[src/hdl/mrc_pkg.sv]
// Shared definitions for the Modbus response checker.
// Function codes, verdict codes, table codes and the per-byte result struct.
// No dependencies.
package mrc_pkg;

  // Modbus function codes this checker knows
  localparam logic [7:0] FC_READ_COILS     = 8'd1;
  localparam logic [7:0] FC_READ_DISCRETE  = 8'd2;
  localparam logic [7:0] FC_READ_HOLDING   = 8'd3;
  localparam logic [7:0] FC_READ_INPUT     = 8'd4;
  localparam logic [7:0] FC_WRITE_COIL     = 8'd5;
  localparam logic [7:0] FC_WRITE_REG      = 8'd6;
  localparam logic [7:0] FC_WRITE_COILS    = 8'd15;
  localparam logic [7:0] FC_WRITE_REGS     = 8'd16;
  localparam logic [7:0] FC_READ_WRITE_REG = 8'd23;

  // Verdict codes
  localparam logic [2:0] VERDICT_PASS        = 3'd0;
  localparam logic [2:0] VERDICT_FUNCTION    = 3'd1;
  localparam logic [2:0] VERDICT_LENGTH      = 3'd2;
  localparam logic [2:0] VERDICT_QUANTITY    = 3'd3;
  localparam logic [2:0] VERDICT_VALUE       = 3'd4;
  localparam logic [2:0] VERDICT_ADDRESS     = 3'd5;
  localparam logic [2:0] VERDICT_ADDR_QTY    = 3'd6;
  localparam logic [2:0] VERDICT_UNSUPPORTED = 3'd7;

  // Target table codes
  localparam logic [1:0] TABLE_COILS    = 2'd0;
  localparam logic [1:0] TABLE_DISCRETE = 2'd1;
  localparam logic [1:0] TABLE_HOLDING  = 2'd2;
  localparam logic [1:0] TABLE_INPUT    = 2'd3;

  // Configuration register indexes
  localparam logic [7:0] CFG_FUNCTION = 8'd0;
  localparam logic [7:0] CFG_QUANTITY = 8'd1;
  localparam logic [7:0] CFG_ADDRESS  = 8'd2;
  localparam logic [7:0] CFG_VALUE    = 8'd3;

  // Byte position counter
  localparam int unsigned POS_W = 9;
  localparam logic [POS_W-1:0] POS_MAX = '1;
  // PDU length of a write echo: function, address, value/quantity
  localparam logic [POS_W:0] ECHO_LEN = 10'd5;

  typedef struct packed {
    logic       is_payload;
    logic [2:0] verdict;
    logic [1:0] target_table;
    logic       is_write;
  } mrc_res_t;

endpackage

[src/hdl/mrc_check.sv]
// Per-byte evaluation for the Modbus response checker: payload mark and,
// on the final byte, verdict, target table and write flag.
// Depends on mrc_pkg.
module mrc_check import mrc_pkg::*; (
  input  logic [7:0]       exp_function_i,
  input  logic [15:0]      exp_quantity_i,
  input  logic [15:0]      exp_address_i,
  input  logic [15:0]      exp_value_i,
  input  logic [7:0]       seen_function_i,
  input  logic [15:0]      first_word_i,
  input  logic [15:0]      second_word_i,
  input  logic [POS_W-1:0] pos_i,
  input  logic             last_i,
  output mrc_res_t         res_o
);

  logic [7:0]     count;
  logic [POS_W:0] len;
  logic           len_ok_read;
  logic           len_ok_echo;
  logic [10:0]    bits;
  logic [2:0]     verdict;
  logic [1:0]     table_code;
  logic           wr;
  logic           payload;

  assign count       = first_word_i[15:8];
  assign len         = {1'b0, pos_i} + 10'd1;
  assign len_ok_read = (len == (10'd2 + {2'b00, count}));
  assign len_ok_echo = (len == ECHO_LEN);
  assign bits        = {count, 3'b000};

  always_comb begin
    if (seen_function_i != exp_function_i) begin
      verdict = VERDICT_FUNCTION;
    end else begin
      case (exp_function_i) inside
        FC_READ_COILS, FC_READ_DISCRETE: begin
          if (!len_ok_read)                      verdict = VERDICT_LENGTH;
          else if ({5'd0, bits} < exp_quantity_i) verdict = VERDICT_QUANTITY;
          else                                   verdict = VERDICT_PASS;
        end
        FC_READ_HOLDING, FC_READ_INPUT, FC_READ_WRITE_REG: begin
          if (!len_ok_read)                                  verdict = VERDICT_LENGTH;
          else if ({9'd0, count[7:1]} != exp_quantity_i)    verdict = VERDICT_QUANTITY;
          else                                               verdict = VERDICT_PASS;
        end
        FC_WRITE_COIL, FC_WRITE_REG: begin
          if (!len_ok_echo)                        verdict = VERDICT_LENGTH;
          else if (second_word_i != exp_value_i)   verdict = VERDICT_VALUE;
          else if (first_word_i != exp_address_i)  verdict = VERDICT_ADDRESS;
          else                                     verdict = VERDICT_PASS;
        end
        FC_WRITE_COILS, FC_WRITE_REGS: begin
          if (!len_ok_echo) verdict = VERDICT_LENGTH;
          else if (first_word_i != exp_address_i || second_word_i != exp_quantity_i)
            verdict = VERDICT_ADDR_QTY;
          else verdict = VERDICT_PASS;
        end
        default: verdict = VERDICT_UNSUPPORTED;
      endcase
    end
  end

  always_comb begin
    case (exp_function_i) inside
      FC_READ_DISCRETE: table_code = TABLE_DISCRETE;
      FC_READ_HOLDING, FC_WRITE_REG, FC_WRITE_REGS, FC_READ_WRITE_REG:
        table_code = TABLE_HOLDING;
      FC_READ_INPUT: table_code = TABLE_INPUT;
      default: table_code = TABLE_COILS;
    endcase
  end

  always_comb begin
    case (exp_function_i) inside
      FC_WRITE_COIL, FC_WRITE_REG, FC_WRITE_COILS, FC_WRITE_REGS: wr = 1'b1;
      default: wr = 1'b0;
    endcase
  end

  // Consumer data: read data after function and byte count for codes 1 to 4,
  // or the value of a single write echo.
  always_comb begin
    case (exp_function_i) inside
      FC_READ_COILS, FC_READ_DISCRETE, FC_READ_HOLDING, FC_READ_INPUT:
        payload = (pos_i >= 9'd2);
      FC_WRITE_COIL, FC_WRITE_REG:
        payload = (pos_i == 9'd3) || (pos_i == 9'd4);
      default: payload = 1'b0;
    endcase
  end

  assign res_o.is_payload   = payload;
  assign res_o.verdict      = last_i ? verdict : VERDICT_PASS;
  assign res_o.target_table = last_i ? table_code : TABLE_COILS;
  assign res_o.is_write     = last_i & wr;

endmodule

[src/hdl/modbus_response_checker_top.sv]
// Top level of the Modbus response checker: input register, PDU capture
// state, result register and configuration registers.
// Depends on mrc_pkg and mrc_check.
//
//  channel | handshake                  | word
//  --------+----------------------------+----------------------------------------
//  in      | in_valid_i / in_ready_o    | data_byte_i, last_byte_i, station_i
//  out     | out_valid_o / out_ready_i  | out_byte_o .. station_out_o
//  cfg     | cfg_valid_i / cfg_ready_o  | cfg_index_i, cfg_data_i
//
// Two register stages: an input register and a result register, with the
// checks as short compares between them; each word passes both in turn.
// One word per cycle sustained while the output is not stalled.
// Reset clears the position counter, captured fields, config and valids.
// A stalled output holds the result register; the input register still
// takes a word while it is empty, so one word waits behind a stall.
// Config is always ready and must only be written while the block is idle.
module modbus_response_checker_top import mrc_pkg::*; (
  input  logic        clk_i,
  input  logic        rst_ni,
  // input words
  input  logic        in_valid_i,
  output logic        in_ready_o,
  input  logic [7:0]  data_byte_i,
  input  logic        last_byte_i,
  input  logic [7:0]  station_i,
  // result words
  output logic        out_valid_o,
  input  logic        out_ready_i,
  output logic [7:0]  out_byte_o,
  output logic        is_payload_o,
  output logic        done_res_o,
  output logic [2:0]  verdict_o,
  output logic [1:0]  target_table_o,
  output logic        is_write_o,
  output logic [7:0]  station_out_o,
  // configuration writes
  input  logic        cfg_valid_i,
  output logic        cfg_ready_o,
  input  logic [7:0]  cfg_index_i,
  input  logic [15:0] cfg_data_i
);

  // Configuration registers
  logic [7:0]  exp_function_q;
  logic [15:0] exp_quantity_q;
  logic [15:0] exp_address_q;
  logic [15:0] exp_value_q;

  // Input register
  logic        s1_valid_q;
  logic [7:0]  s1_byte_q;
  logic        s1_last_q;
  logic [7:0]  s1_station_q;

  // PDU capture state
  logic [POS_W-1:0] pos_q, pos_d;
  logic [7:0]       seen_function_q, seen_function_d;
  logic [15:0]      first_word_q, first_word_d;
  logic [15:0]      second_word_q, second_word_d;

  // Result register
  logic        out_valid_q;
  logic [7:0]  out_byte_q;
  logic        out_payload_q;
  logic        out_done_q;
  logic [2:0]  out_verdict_q;
  logic [1:0]  out_table_q;
  logic        out_write_q;
  logic [7:0]  out_station_q;

  logic     advance;
  logic     in_fire;
  mrc_res_t res;

  // Stage 1 moves into the result register when that register is free.
  assign advance    = s1_valid_q && (!out_valid_q || out_ready_i);
  assign in_ready_o = !s1_valid_q || advance;
  assign in_fire    = in_valid_i && in_ready_o;
  assign cfg_ready_o = 1'b1;

  // Configuration writes; unknown indexes are dropped.
  always_ff @(posedge clk_i or negedge rst_ni) begin
    if (!rst_ni) begin
      exp_function_q <= '0;
      exp_quantity_q <= '0;
      exp_address_q  <= '0;
      exp_value_q    <= '0;
    end else if (cfg_valid_i) begin
      case (cfg_index_i)
        CFG_FUNCTION: exp_function_q <= cfg_data_i[7:0];
        CFG_QUANTITY: exp_quantity_q <= cfg_data_i;
        CFG_ADDRESS:  exp_address_q  <= cfg_data_i;
        CFG_VALUE:    exp_value_q    <= cfg_data_i;
        default: ;
      endcase
    end
  end

  // Input register
  always_ff @(posedge clk_i or negedge rst_ni) begin
    if (!rst_ni) begin
      s1_valid_q <= 1'b0;
    end else if (in_ready_o) begin
      s1_valid_q <= in_valid_i;
    end
  end

  always_ff @(posedge clk_i) begin
    if (in_fire) begin
      s1_byte_q    <= data_byte_i;
      s1_last_q    <= last_byte_i;
      s1_station_q <= station_i;
    end
  end

  // Capture of function code, first word (address or byte count) and second
  // word (value or quantity). Fields are cleared on the function byte so a
  // short PDU compares against zeros.
  always_comb begin
    seen_function_d = seen_function_q;
    first_word_d    = first_word_q;
    second_word_d   = second_word_q;
    case (pos_q)
      9'd0: begin
        seen_function_d = s1_byte_q;
        first_word_d    = '0;
        second_word_d   = '0;
      end
      9'd1: first_word_d[15:8]  = s1_byte_q;
      9'd2: first_word_d[7:0]   = s1_byte_q;
      9'd3: second_word_d[15:8] = s1_byte_q;
      9'd4: second_word_d[7:0]  = s1_byte_q;
      default: ;
    endcase
  end

  // Position returns to zero after the final byte and saturates otherwise.
  always_comb begin
    if (s1_last_q) begin
      pos_d = '0;
    end else if (pos_q != POS_MAX) begin
      pos_d = pos_q + 9'd1;
    end else begin
      pos_d = pos_q;
    end
  end

  always_ff @(posedge clk_i or negedge rst_ni) begin
    if (!rst_ni) begin
      pos_q           <= '0;
      seen_function_q <= '0;
      first_word_q    <= '0;
      second_word_q   <= '0;
    end else if (advance) begin
      pos_q           <= pos_d;
      seen_function_q <= seen_function_d;
      first_word_q    <= first_word_d;
      second_word_q   <= second_word_d;
    end
  end

  // Checks run on the fields including the byte now in stage 1.
  mrc_check u_check (
    .exp_function_i  (exp_function_q),
    .exp_quantity_i  (exp_quantity_q),
    .exp_address_i   (exp_address_q),
    .exp_value_i     (exp_value_q),
    .seen_function_i (seen_function_d),
    .first_word_i    (first_word_d),
    .second_word_i   (second_word_d),
    .pos_i           (pos_q),
    .last_i          (s1_last_q),
    .res_o           (res)
  );

  // Result register
  always_ff @(posedge clk_i or negedge rst_ni) begin
    if (!rst_ni) begin
      out_valid_q <= 1'b0;
    end else if (!out_valid_q || out_ready_i) begin
      out_valid_q <= s1_valid_q;
    end
  end

  always_ff @(posedge clk_i) begin
    if (advance) begin
      out_byte_q    <= s1_byte_q;
      out_payload_q <= res.is_payload;
      out_done_q    <= s1_last_q;
      out_verdict_q <= res.verdict;
      out_table_q   <= res.target_table;
      out_write_q   <= res.is_write;
      out_station_q <= s1_station_q;
    end
  end

  assign out_valid_o    = out_valid_q;
  assign out_byte_o     = out_byte_q;
  assign is_payload_o   = out_payload_q;
  assign done_res_o     = out_done_q;
  assign verdict_o      = out_verdict_q;
  assign target_table_o = out_table_q;
  assign is_write_o     = out_write_q;
  assign station_out_o  = out_station_q;

endmodule

[config.mk]
export PLATFORM = sky130hd
export DESIGN_NAME = modbus_response_checker_top
export DESIGN_NICKNAME = d
export VERILOG_FILES = /design/src/hdl/mrc_pkg.sv /design/src/hdl/mrc_check.sv /design/src/hdl/modbus_response_checker_top.sv
export SDC_FILE = /design/constraint.sdc
export NUM_CORES = 1
export LEC_CHECK = 0
export BUFFER_PORTS_ARGS = -buffer_cell sky130_fd_sc_hd__buf_2
export CAP_MARGIN = 10
export CORE_AREA = 3 3 199 152
export CTS_CLUSTER_DIAMETER = 80
export DETAILED_ROUTE_END_ITERATION = 8
export DIE_AREA = 0 0 202 155
export SYNTH_ARGS = -nofsm -noshare
export SYNTH_HDL_FRONTEND = slang
export SYNTH_SLANG_ARGS = --single-unit
[constraint.sdc]
create_clock -name clk_i -period 5.46 [get_ports clk_i]
set_clock_uncertainty 0.15 [all_clocks]
set_input_delay 0.273 -clock clk_i [delete_from_list [all_inputs] [get_ports clk_i]]
set_output_delay 0.273 -clock clk_i [all_outputs]
set_load 0.02 [all_outputs]
==> reports/metrics.csv <==
stage,metric,value,unit
outcome,run_status,completed,
cells_and_area,area_growth,18.61,%
logic_synthesis,synth_edf_count,41,
logic_synthesis,synth_area_leaders,"dfrtp_1 31%, edfxtp_1 14%, mux2_2 8.7%",
power,p_comb_frac,0.316,
setup_path,setup.worst_path.start_class,flop,
global_routing,grt_pass1_wl,41910,microns
place,io_buffers,71,
floorplanning,die_w,202,microns
drt,avgRoutedWirePerCell,20.82,microns
logic_synthesis,yosysMostFrequentCell,dfrtp_1,
drt,drc,0,
setup_path,crit_path_frequent_cell,or4_1,
drt,firstDrtPassIters,5,
logic_synthesis,yosysTopAreaCellShare,0.3150,
cells_and_area,drive_gt1_frac,0.2156,
setup_path,rrSetupSlack,0.74,ns
drt,totalWireLength,27240,microns
cells_and_area,fin_nets,970,
global_routing,grt_overflow,0,
logic_synthesis,yosys-top-cells-count,"107 x dfrtp_1, 66 x mux2_2, 55 x nand2_1",
cells_and_area,multiInputGateArea,0.004280,sq mm
flow_run,cap_violations,0,
global_routing,track_usage,0.1757,
logic_synthesis,synth_area_per_cell,10.32,sq um
logic_synthesis,synth_largest_area_cell,dfrtp_1,
floorplanning,start_util,0.3016,
setup_path,rr_worst_depth,8,
power,p_total,3.702,mW
setup_path,timing.rr.end,verdict_o[2]$_SDFFCE_PP0P_,
clock_network,cts-root-buf,clkbuf_16,
logic_synthesis,syn_inst,824,
clock_network,htreeDepth,4,
cells_and_area,diodes,0,
drt,vias,7198,
logic_synthesis,ys_async_sr_fraction,0.7230,
global_routing,grt_max_degree,64,
power,intPower,2.378,mW
floorplanning,die_height,155,microns
power,switching_share,0.3576,
setup_path,arrival,4.72,ns
power,clockPowerShare,0.305,
timing,relSlewSlack,0.3867,
power,power_density,367.1,mW/mm^2
clock_network,clock-sinks,148,
worst_hold_path,worstHoldEndpoint,exp_quantity_q[3]$_DFFE_PN0P_,
worst_hold_path,hold_class,input port to flop,
global_routing,grt_pass1_vias,6875,
drt,ant_nets,0,
clock_network,numCtsBuffers,17,
floorplanning,rows,53,
logic_synthesis,seq_area_frac_synth,0.4598,
logic_synthesis,dominantRegCellSynth,dfrtp_1,
setup_path,slowest_delay,0.75,ns
setup_path,cp_data_required_time,5.47,ns
setup_path,cp_max_fo,16,
logic_synthesis,synth_warnings,0,
place,place_congestion,0.9354,
global_routing,antenna_found_initial,0,
power,vdd_drop_max,0.2627,mV
clock_network,cts_tree,yes,
drt,viasPerCell,5.503,
timing,hold_viol_final,0,
timing,fin_crit,4.715,ns
floorplanning,coreArea,0.02818,sq mm
place,dpl.hpwl,19620,microns
floorplanning,die-area,0.03131,sq mm
floorplanning,io_pins,73,
timing,fin_setup_tns,0,ns
power,seq_power_share,0.380,
power,power_switching,1.324,mW
setup_path,r2r_start,pos_q[5]$_DFFE_PN0P_,
cells_and_area,fillers,2819,
clock_network,clock_latency,0.44,ns
timing,rsz0062_at_grt,false,
clock_network,post_cts_resized,0,
cells_and_area,seq_area,0.003909,sq mm
setup_path,critical_path_class,flop to flop,
clock_network,cts.reportedPaths.clkPinSlew,0.06,ns
setup_path,worstPathCellList,nor4_4 -> and3_1 -> mux2i_1 -> xnor2_1 -> or4_1 -> or4_1 -> nor4b_1 -> a221oi_1,
logic_synthesis,syn-num-nets,884,
setup_path,startpoint,pos_q[5]$_DFFE_PN0P_,
timing,setup_violations,0,
logic_synthesis,yosysUniqueCellTypes,76,
timing,slew_viol_final,0,
setup_path,end_kind,flop,
timing,tightest_slew,0.9174,ns
logic_synthesis,ys_ff_latch,148,
worst_hold_path,min_path_cells,2,
drt,drt_iter0_drc,688,
setup_path,crit_slowest_cell,nor4_4,
timing,fin_crit_sh,0.8636,
timing,max_freq,212.1,MHz
logic_synthesis,syn_area,0.008501,sq mm
power,p_leak,4.408,nW
worst_hold_path,hold_path_startpoint,cfg_data_i[3],
clock_network,cts.path.max_buffers,2,
[repair_timing]
item                                   CTS  global route
setup endpoints to repair                0             0
buffers inserted                         0             0
endpoints found under the hold margin   88             0
hold buffers                            30             0
[cell usage in the layout (no fill, tap or decap), types with 12 or more instances in the layout]
cell type        n
dlygate4sd3_1   30
clkbuf_16       17
buf_2           71
nor3_1          16
a31oi_1         17
nand3_1         38
xor2_1          18
inv_1           28
nand2_1         55
and3_1          15
or3_1           13
nand2b_1        12
ha_1            14
buf_4           14
o21ai_0         49
a22o_1          21
xnor2_1         26
and2_1          15
a21oi_1         23
mux2_2          66
nor2_1          36
dfrtp_1        107
edfxtp_1        41
[layer usage]
metal / vias to the layer above / share of wire / global-route usage
met1: 3522 / 0.46 / 0.2578
li1: 3274 / - / -
met4: 0 / 0.013 / 0.04482
met5: - / 0 / 0
met3: 26 / 0.11 / 0.06045
met2: 376 / 0.42 / 0.2458
[stage by stage]
stage / setup WS (ns) / utilization / instances / cell area, sq um / hold WS (ns)
5_1_grt: 0.5540 / 0.3577 / 1308 / 10080 / 0.01417
4_1_cts: 0.9480 / 0.3576 / 1307 / 10080 / 0.001629
3_5_place_dp: 1.000 / 0.3277 / 1245 / 9235 / 0.1949
2_1_floorplan: 1.511 / - / 824 / 8501 / -0.1726
3_3_place_gp: 1.030 / 0.3277 / 1245 / 9235 / 0.1833
6_report: 0.7449 / 0.3577 / 1308 / 10080 / 0.02258
[layout make-up]
class	instances	share of cell area
Clock buffer	19	0.04294
Clock inverter	13	0.01080
Inverter	29	0.01080
Multi-Input combinational cell	599	0.4245
Sequential cell	148	0.3877
Tap cell	385	0.04778
Timing Repair Buffer	115	0.07545
[sequential cells by signal (all words and copies together), names as in the netlist, 9 cells and up]
register and cells:
exp_address_q 16, exp_quantity_q 16, exp_value_q 16, first_word_q 16, second_word_q 16, pos_q 9
[critical path, delay by kind of cell, from the launching register on]
kind	cells	cell delay, ns
mux	1	0.28
compound gates	1	0.20
flops	1	0.50
xor+xnor	1	0.12
simple gates	5	3.17
[cell families after synthesis]
| group | Yosys count | synth area share |
|---|---|---|
| buf+inv | 77 | 0.03812 |
| flops | 148 | 0.4598 |
| xor+xnor | 44 | 0.04533 |
| simple gates | 261 | 0.1696 |
| mux | 75 | 0.09803 |
| fa+ha+maj | 14 | 0.02061 |
| other cells | 1 | 0.0004411 |
| compound gates | 204 | 0.1681 |
[how the worst max path moves through the flow]
| stage | endpoint | slack [ns] | cells past startpoint |
|---|---|---|---|
| after global placement | verdict_o[1]$_SDFFCE_PP0P_ | 1.03 | 12 |
| final | verdict_o[2]$_SDFFCE_PP0P_ | 0.74 | 8 |
| after CTS | verdict_o[2]$_SDFFCE_PP0P_ | 0.95 | 8 |
| after detailed placement | verdict_o[2]$_SDFFCE_PP0P_ | 1.00 | 8 |
| after floorplan | verdict_o[1]$_SDFFCE_PP0P_ | 1.51 | 15 |
| after global routing | verdict_o[2]$_SDFFCE_PP0P_ | 0.55 | 8 |
[power groups by stage]
stage	sequential, mW	clock (mW)	combinational, mW
floorplan	1.38	0	0.797
global placement	1.42	0	1.11
detailed placement	1.42	0	1.12
CTS	1.40	1.16	1.14
global route	1.42	1.20	1.28
finish	1.40	1.13	1.17
No activity file was read; power rests on OpenSTA's default activity.
